$ cat src/rtl/mtep_pkg.sv
package mtep_pkg;

  // Parser phase within the track byte stream
  typedef enum logic [3:0] {
    PH_DELTA    = 4'd0,
    PH_STATUS   = 4'd1,
    PH_DATA1    = 4'd2,
    PH_DATA2    = 4'd3,
    PH_SYSLEN   = 4'd4,
    PH_METATYPE = 4'd5,
    PH_METALEN  = 4'd6,
    PH_SYSSKIP  = 4'd7,
    PH_METABODY = 4'd8,
    PH_ENDED    = 4'd9
  } phase_t;

  // Reported event kinds
  typedef enum logic [2:0] {
    EV_NOTE_OFF   = 3'd0,
    EV_NOTE_ON    = 3'd1,
    EV_AFTERTOUCH = 3'd2,
    EV_CONTROL    = 3'd3,
    EV_PROGRAM    = 3'd4,
    EV_TEMPO      = 3'd5,
    EV_END        = 3'd6,
    EV_BAD        = 3'd7
  } kind_t;

  // Channel message high nibbles
  localparam logic [3:0] MSG_NOTE_OFF   = 4'h8;
  localparam logic [3:0] MSG_NOTE_ON    = 4'h9;
  localparam logic [3:0] MSG_AFTERTOUCH = 4'hA;
  localparam logic [3:0] MSG_CONTROL    = 4'hB;
  localparam logic [3:0] MSG_PROGRAM    = 4'hC;
  localparam logic [3:0] MSG_PRESSURE   = 4'hD;
  localparam logic [3:0] MSG_SYSTEM     = 4'hF;

  // System and meta codes
  localparam logic [7:0] SYSEX_START = 8'hF0;
  localparam logic [7:0] SYSEX_ESC   = 8'hF7;
  localparam logic [7:0] META_STATUS = 8'hFF;
  localparam logic [7:0] META_END    = 8'h2F;
  localparam logic [7:0] META_TEMPO  = 8'h51;

  localparam int unsigned TEMPO_W   = 24;
  localparam int unsigned TICK_W    = 32;
  localparam logic [TEMPO_W-1:0] TEMPO_RESET = 24'd500000;

  // Result packing widths
  localparam int unsigned OUT_DATA_W = 112;
  localparam int unsigned OUT_USED_W = 108;

endpackage

$ cat src/rtl/midi_track_event_parser.sv
// MIDI track event parser. Feed the body bytes of a track chunk on the slave
// stream, one byte per request, with tuser set on the first byte of each track;
// that byte clears the tick sum, running status and parse phase (tempo is kept).
// A byte is taken every cycle while the result register is free or being
// drained. The byte is held in the input register and is decoded into the
// result register once that register is free or being drained; the result
// register drives the master side. Input ready drops only while a
// result is held by a stalled master side. Most bytes produce no result; note
// off (including note on with velocity zero), note on, aftertouch, control
// change, program change, set tempo, end of track and bad status each produce
// one. Master tuser carries the event kind; tdata carries, from bit 0 up,
// channel, first data, second data, delta ticks, absolute tick and current
// tempo. Writing cfg_wr_data loads the current tempo at once; write it only
// while the parser is idle.
module midi_track_event_parser
  import mtep_pkg::*;
(
  input  logic                  clk,
  input  logic                  rst,
  // Slave stream
  input  logic                  s_axis_tvalid,
  output logic                  s_axis_tready,
  input  logic [7:0]            s_axis_tdata,   // [7:0] data_byte
  input  logic [0:0]            s_axis_tuser,   // [0] track_start
  // Master stream
  output logic                  m_axis_tvalid,
  input  logic                  m_axis_tready,
  output logic [OUT_DATA_W-1:0] m_axis_tdata,   // [3:0] channel, [11:4] first_data,
                                                // [19:12] second_data,
                                                // [51:20] delta_ticks,
                                                // [83:52] absolute_tick,
                                                // [107:84] tempo_now, rest zero
  output logic [2:0]            m_axis_tuser,   // [2:0] event_kind
  // Configuration
  input  logic                  cfg_wr_en,
  input  logic [TEMPO_W-1:0]    cfg_wr_data     // initial_tempo
);

  // Input register
  logic       in_valid;
  logic [7:0] in_byte;
  logic       in_start;
  logic       advance;

  // Parser state
  phase_t              phase, phase_next;
  logic [TICK_W-1:0]   length_accumulator, length_accumulator_next;
  logic [TICK_W-1:0]   delta_hold, delta_hold_next;
  logic [7:0]          running_status, running_status_next;
  logic [7:0]          active_status, active_status_next;
  logic [7:0]          first_data_hold, first_data_hold_next;
  logic [7:0]          meta_kind, meta_kind_next;
  logic [TICK_W-1:0]   bytes_remaining, bytes_remaining_next;
  logic [TICK_W-1:0]   tick_sum, tick_sum_next;
  logic [TEMPO_W-1:0]  tempo_value, tempo_value_next;

  // Per-byte working values
  phase_t              ph_eff;
  logic [TICK_W-1:0]   acc_eff;
  logic [TICK_W-1:0]   rem_eff;
  logic [TICK_W-1:0]   tick_eff;
  logic [7:0]          rs_eff;
  logic [7:0]          as_eff;
  logic [TICK_W-1:0]   acc_vlq;
  logic [TEMPO_W-1:0]  acc_body;
  logic [TICK_W-1:0]   rem_dec;
  logic [3:0]          msg_kind;
  logic                meta_finish;
  logic [TEMPO_W-1:0]  meta_acc;

  // Event produced by this byte
  logic                emit;
  kind_t               ev_kind;
  logic [3:0]          ev_chan;
  logic [7:0]          ev_d1;
  logic [7:0]          ev_d2;

  // Move the held byte on when the result register is free or draining
  assign advance       = in_valid && (!m_axis_tvalid || m_axis_tready);
  assign s_axis_tready = !in_valid || advance;

  // Capture the incoming byte
  always_ff @(posedge clk) begin
    if (rst) begin
      in_valid <= 1'b0;
    end else if (s_axis_tready) begin
      in_valid <= s_axis_tvalid;
    end
    if (s_axis_tvalid && s_axis_tready) begin
      in_byte  <= s_axis_tdata;
      in_start <= s_axis_tuser[0];
    end
  end

  // Apply the track start clear, then decode the byte by phase
  always_comb begin
    ph_eff   = in_start ? PH_DELTA : phase;
    acc_eff  = in_start ? '0 : length_accumulator;
    rem_eff  = in_start ? '0 : bytes_remaining;
    tick_eff = in_start ? '0 : tick_sum;
    rs_eff   = in_start ? '0 : running_status;
    as_eff   = in_start ? '0 : active_status;

    acc_vlq  = {acc_eff[TICK_W-8:0], in_byte[6:0]};
    acc_body = {acc_eff[TEMPO_W-9:0], in_byte};
    rem_dec  = rem_eff - TICK_W'(1);
    msg_kind = as_eff[7:4];

    phase_next              = ph_eff;
    length_accumulator_next = acc_eff;
    delta_hold_next         = delta_hold;
    running_status_next     = rs_eff;
    active_status_next      = as_eff;
    first_data_hold_next    = first_data_hold;
    meta_kind_next          = meta_kind;
    bytes_remaining_next    = rem_eff;
    tick_sum_next           = tick_eff;
    tempo_value_next        = tempo_value;

    meta_finish = 1'b0;
    meta_acc    = '0;
    emit        = 1'b0;
    ev_kind     = EV_BAD;
    ev_chan     = '0;
    ev_d1       = '0;
    ev_d2       = '0;

    case (ph_eff)
      PH_DELTA: begin
        if (!in_byte[7]) begin
          delta_hold_next         = acc_vlq;
          tick_sum_next           = tick_eff + acc_vlq;
          length_accumulator_next = '0;
          phase_next              = PH_STATUS;
        end else begin
          length_accumulator_next = acc_vlq;
        end
      end

      PH_STATUS: begin
        if (!in_byte[7]) begin
          if (rs_eff == '0) begin
            // Report the stray byte, then take it as a one-byte delta
            emit                    = 1'b1;
            ev_kind                 = EV_BAD;
            ev_d1                   = in_byte;
            delta_hold_next         = acc_vlq;
            tick_sum_next           = tick_eff + acc_vlq;
            length_accumulator_next = '0;
            phase_next              = PH_STATUS;
          end else begin
            // Running status: this is the first data byte
            active_status_next = rs_eff;
            if (rs_eff[7:4] == MSG_PROGRAM) begin
              emit       = 1'b1;
              ev_kind    = EV_PROGRAM;
              ev_chan    = rs_eff[3:0];
              ev_d1      = in_byte;
              phase_next = PH_DELTA;
            end else if (rs_eff[7:4] == MSG_PRESSURE) begin
              phase_next = PH_DELTA;
            end else begin
              first_data_hold_next = in_byte;
              phase_next           = PH_DATA2;
            end
          end
        end else begin
          active_status_next = in_byte;
          if (in_byte[7:4] != MSG_SYSTEM) begin
            running_status_next = in_byte;
            phase_next          = PH_DATA1;
          end else begin
            running_status_next     = '0;
            length_accumulator_next = '0;
            if (in_byte == SYSEX_START || in_byte == SYSEX_ESC) begin
              phase_next = PH_SYSLEN;
            end else if (in_byte == META_STATUS) begin
              phase_next = PH_METATYPE;
            end else begin
              phase_next = PH_DELTA;
            end
          end
        end
      end

      PH_DATA1: begin
        if (msg_kind == MSG_PROGRAM) begin
          emit       = 1'b1;
          ev_kind    = EV_PROGRAM;
          ev_chan    = as_eff[3:0];
          ev_d1      = in_byte;
          phase_next = PH_DELTA;
        end else if (msg_kind == MSG_PRESSURE) begin
          phase_next = PH_DELTA;
        end else begin
          first_data_hold_next = in_byte;
          phase_next           = PH_DATA2;
        end
      end

      PH_DATA2: begin
        phase_next = PH_DELTA;
        ev_chan    = as_eff[3:0];
        ev_d1      = first_data_hold;
        ev_d2      = in_byte;
        case (msg_kind)
          MSG_NOTE_OFF: begin
            emit    = 1'b1;
            ev_kind = EV_NOTE_OFF;
          end
          MSG_NOTE_ON: begin
            emit    = 1'b1;
            ev_kind = (in_byte != '0) ? EV_NOTE_ON : EV_NOTE_OFF;
          end
          MSG_AFTERTOUCH: begin
            emit    = 1'b1;
            ev_kind = EV_AFTERTOUCH;
          end
          MSG_CONTROL: begin
            emit    = 1'b1;
            ev_kind = EV_CONTROL;
          end
          default: begin
            emit = 1'b0;
          end
        endcase
      end

      PH_SYSLEN: begin
        if (!in_byte[7]) begin
          bytes_remaining_next    = acc_vlq;
          length_accumulator_next = '0;
          phase_next              = (acc_vlq != '0) ? PH_SYSSKIP : PH_DELTA;
        end else begin
          length_accumulator_next = acc_vlq;
        end
      end

      PH_SYSSKIP: begin
        bytes_remaining_next = rem_dec;
        if (rem_dec == '0) begin
          phase_next = PH_DELTA;
        end
      end

      PH_METATYPE: begin
        meta_kind_next          = in_byte;
        length_accumulator_next = '0;
        phase_next              = PH_METALEN;
      end

      PH_METALEN: begin
        if (!in_byte[7]) begin
          bytes_remaining_next    = acc_vlq;
          length_accumulator_next = '0;
          if (acc_vlq == '0) begin
            meta_finish = 1'b1;
          end else begin
            phase_next = PH_METABODY;
          end
        end else begin
          length_accumulator_next = acc_vlq;
        end
      end

      PH_METABODY: begin
        length_accumulator_next = {{(TICK_W-TEMPO_W){1'b0}}, acc_body};
        bytes_remaining_next    = rem_dec;
        if (rem_dec == '0) begin
          meta_finish = 1'b1;
          meta_acc    = acc_body;
        end
      end

      default: begin
        phase_next = ph_eff;
      end
    endcase

    // Close a meta event at the end of its body
    if (meta_finish) begin
      length_accumulator_next = '0;
      if (meta_kind == META_TEMPO) begin
        tempo_value_next = meta_acc;
        phase_next       = PH_DELTA;
        emit             = 1'b1;
        ev_kind          = EV_TEMPO;
      end else if (meta_kind == META_END) begin
        phase_next = PH_ENDED;
        emit       = 1'b1;
        ev_kind    = EV_END;
      end else begin
        phase_next = PH_DELTA;
      end
    end
  end

  // Advance the parser state
  always_ff @(posedge clk) begin
    if (rst) begin
      phase              <= PH_DELTA;
      length_accumulator <= '0;
      delta_hold         <= '0;
      running_status     <= '0;
      active_status      <= '0;
      first_data_hold    <= '0;
      meta_kind          <= '0;
      bytes_remaining    <= '0;
      tick_sum           <= '0;
      tempo_value        <= TEMPO_RESET;
    end else begin
      if (advance) begin
        phase              <= phase_next;
        length_accumulator <= length_accumulator_next;
        delta_hold         <= delta_hold_next;
        running_status     <= running_status_next;
        active_status      <= active_status_next;
        first_data_hold    <= first_data_hold_next;
        meta_kind          <= meta_kind_next;
        bytes_remaining    <= bytes_remaining_next;
        tick_sum           <= tick_sum_next;
      end
      // Configuration write loads the tempo directly
      if (cfg_wr_en) begin
        tempo_value <= cfg_wr_data;
      end else if (advance) begin
        tempo_value <= tempo_value_next;
      end
    end
  end

  // Hold the result until the master side takes it
  always_ff @(posedge clk) begin
    if (rst) begin
      m_axis_tvalid <= 1'b0;
    end else if (advance) begin
      m_axis_tvalid <= emit;
    end else if (m_axis_tready) begin
      m_axis_tvalid <= 1'b0;
    end
    if (advance && emit) begin
      m_axis_tuser <= ev_kind;
      m_axis_tdata <= {{(OUT_DATA_W-OUT_USED_W){1'b0}}, tempo_value_next, tick_sum,
                       delta_hold, ev_d2, ev_d1, ev_chan};
    end
  end

endmodule

$ cat config.mk
export PLATFORM = sky130hd
export DESIGN_NAME = midi_track_event_parser
export DESIGN_NICKNAME = d
export VERILOG_FILES = /design/src/rtl/mtep_pkg.sv /design/src/rtl/midi_track_event_parser.sv
export SDC_FILE = /design/constraint.sdc
export NUM_CORES = 1
export LEC_CHECK = 0
export BUFFER_PORTS_ARGS = -buffer_cell sky130_fd_sc_hd__buf_2
export CORE_MARGIN = 4
export CORE_UTILIZATION = 53
export DETAILED_ROUTE_END_ITERATION = 16
export PLACE_DENSITY_LB_ADDON = 0.15
export SYNTH_ARGS = -nofsm -noshare
export SYNTH_HDL_FRONTEND = slang
export SYNTH_SLANG_ARGS = --single-unit
$ cat constraint.sdc
create_clock -name clk -period 11 [get_ports clk]
set_input_delay 0.55 -clock clk [delete_from_list [all_inputs] [get_ports clk]]
set_output_delay 0.55 -clock clk [all_outputs]
set_load 0.01 [all_outputs]
==> results.md <==
- Critical path class: reg -> reg
- Initial DRC count: 1,857
- Clk_lat worst skew: about 0.52 ns
- Via total after detailed routing: between 10,000 and 15,000
- Final hold viol count: 0
- Worst-path fanout max: 57
- Multi-input logic area: 7940 um2
- Pins Over Slew Limit: 0
- Area delta synth->final: 13.0%
- CTS Root Cell: clkbuf_16
- Power Total: between 2 and 3 mW
- Seq/Total Area, Yosys: 45.6%
- Most common cell in the netlist: dfxtp_1
- Slowest CP cell: o31ai_4
- Drt total wl: between 40 and 50 mm
- VDD IR max: between 100 and 150 uV
- Worst setup margin: 5.10 ns
- Power per cell area: 139 nW/um2
- Period utilization: 53.7%
- Storage cell area: 7270 um2
- CTS Hold Buffers Added: 0
- Drt pass-1 iters: 8
- Final Non-Filler Cells: 2,242
- PortBufs: 150
- Total die area: 32,900 um2
- CTS tree: built
- Critical-path cell list: clkinv_1 -> nand2_1 -> ha_1 -> or4b_4 -> o31a_1 -> nor3_1 -> nand4_1 -> nor3_1 -> nand4b_4 -> o31ai_4 -> a21oi_1 -> nor2_4 -> buf_4
- Layout fillers: between 2,000 and 3,000
- Chip height: 181 um
- Startpoint type of the worst setup path: flop
- Data required, critical path: 11.14 ns
- Clk sinks: between 300 and 400
- FP Rows: 63
- Share of layout cells above drive strength 1: 16.2%
- Cells after Synth: 1,742
- Core region area: 29,600 um2
- Max Fclk: 0.169 GHz
- Setup crit end kind: flop
- Psw: 0.601 mW
- Most Frequent Cell on Critical Path: nor3_1
- Measured slew at the worst slew-check pin: 1.17 ns
- ANT nets after route: 0
- Post-CTS sizing: 0
- Power Internal: around 1.9 mW
- CP top delay family: simple AND/OR/NAND/NOR gates
- Max Root-Sink Buffers: 3
- Max-cap viol count: 0
- Grt ovf: 0
- Post-CTS Setup Inserts: 0
- Largest incremental delay on the critical path: roughly 0.76 ns
- Post-DP HPWL: roughly 32 mm
- Wire per inst: between 20 and 25 um
- Num ports: 155
- Overall die width: 181 um
- Post-synth EDFFs: 120
- Normalized max-slew margin: 21.9%
- Syn Std Cell Area: 16,000 um2
- Leakage: 6.91 nW
- Commonest cells post-synth: dfxtp_1, nand2_1, a21oi_1
- First-pass GRT wire length: 74.3 mm
- Min-Delay Path Class: in -> reg
- Clock slew at reported path FFs: 0.06 ns
- # placed instances: roughly 2,200
- Initial Utilization: 53.8%
- Arr. time, crit path: 6.05 ns
- # setup viols final: 0
- TritonCTS Buffers: 34
- Clock skew: 0.0209 ns
- Buf+Inv Stages, Crit Path: 2
- Status: finished clean
- Layout Nets: 1,898
- Via density per instance: roughly 6.3
- WHS: 0.203 ns
- RSZ-0062 raised after global routing: false
- Switching Share: 24.0%
- Yosys top cell by area: dfxtp_1
- Async set or reset register ratio after synthesis: 0%
- Primary FF master, synth: dfxtp_1
- Tmin final: 5.90 ns
- Synth top area cells: dfxtp_1, edfxtp_1, a21oi_1
- Global Route Usage Sum: 27.7%
- Synth cell types: 85
- Seq cells post-synth: a little over 300
- TNS Setup: 0 ns
- H-tree level count: 2
- Gpl congestion: 0.965
- Combinational Power Share: under 10%
- Pre-CTS WS: 5.17 ns
- Initial antenna violation count: 0
- Drt drc: 0
- Syn. warnings: 0
- Pin count of the biggest net entering global routing: 74
- Inserted Diodes: 0
- Sequential share of power: 47.8%
- Synth Area per Inst: slightly above 9 um2
- Vias in the first global route: between 10,000 and 15,000
- Synth top area share: 23.0%
- Clock network power share: 44.9%
-- final timing paths --
path	start	to	slack [ns]	cells past startpoint
worst max-delay path	in_start	m_axis_tdata[74]	5.10	13
worst min-delay path	s_axis_tdata[2]	in_byte[2]	0.20	1
worst max register to register	in_start	m_axis_tdata[74]	5.10	13
worst min register to register	delta_hold[23]	m_axis_tdata[43]	0.43	0
-- cells by family after synthesis --
| kind of cell | after synthesis | synth area share [%] |
|---|---|---|
| mux | 22 | 1.39 |
| other cells | 1 | 0.0235 |
| simple gates | 616 | 19.6 |
| fa+ha+maj | 34 | 2.71 |
| flops | 303 | 45.6 |
| buf+inv | 186 | 4.89 |
| xor+xnor | 41 | 2.25 |
| compound gates | 539 | 23.6 |
-- per-layer routing --
metal  track usage (%)  vias up  share of wire [%]
met5                 0        -                  0
met4              9.34        0                3.6
met3              4.59      113                8.6
met2              43.2      668                 45
met1              39.3     6749                 43
li1                  -     6627                  -
-- through the flow --
| stage | util, % | area, um2 |
|---|---|---|
| 4_1_cts | 60.8 | 18000 |
| 5_1_grt | 60.8 | 18000 |
| 3_3_place_gp | 57.1 | 16900 |
| 3_5_place_dp | 57.1 | 16900 |
| 6_report | 60.8 | 18000 |
| 2_1_floorplan | - | 16000 |
-- final cells by class --
type	count	share of cell area [%]
flip-flops and latches	303	40.3
clock buffers	46	5.26
well taps	390	2.71
repair buffers	193	5.97
multi-input cells	1256	44.1
clock inverters	16	0.875
inverters	38	0.791
-- power by group through the flow --
stage	logic, mW	clock network [mW]	registers (mW)
2_1_floorplan	0.129	0	1.22
3_3_place_gp	0.178	0	1.22
3_5_place_dp	0.181	0	1.22
4_1_cts	0.182	1.14	1.19
5_1_grt	0.202	1.19	1.20
6_report	0.185	1.12	1.20
-- worst register-to-register path: stages, from the launching register on --
cell and delay, ns:
edfxtp_1 0.34, clkinv_1 0.11, nand2_1 0.14, ha_1 0.56, or4b_4 0.67, o31a_1 0.32, nor3_1 0.32, nand4_1 0.21
nor3_1 0.43, nand4b_4 0.20, o31ai_4 0.76, a21oi_1 0.24, nor2_4 0.47, buf_4 0.66
-- flip-flops by register name (all words and copies together), names as in the netlist, 3 cells and up --
name and count:
m_axis_tdata 108, bytes_remaining 32, delta_hold 32, tick_sum 32, length_accumulator 25, tempo_value 24, active_status 8, first_data_hold 8
in_byte 8, meta_kind 8, running_status 8, phase 4, m_axis_tuser 3
-- layout by cell type (no fill, tap or decap), types with 30 or more instances in the layout --
cell       Yosys  routed
a21oi_1      171     171
edfxtp_1     120     120
buf_4          6      44
buf_2         16     149
dfxtp_1      183     183
nor2_1       146     143
nor2b_1       74      74
nand3_1       30      30
a22o_1        54      54
o21ai_0       91      91
nor3_1        40      40
inv_1         37      37
clkbuf_16      0      35
ha_1          33      33
nand2_1      174     173
Power figures use the tool's default switching activity.
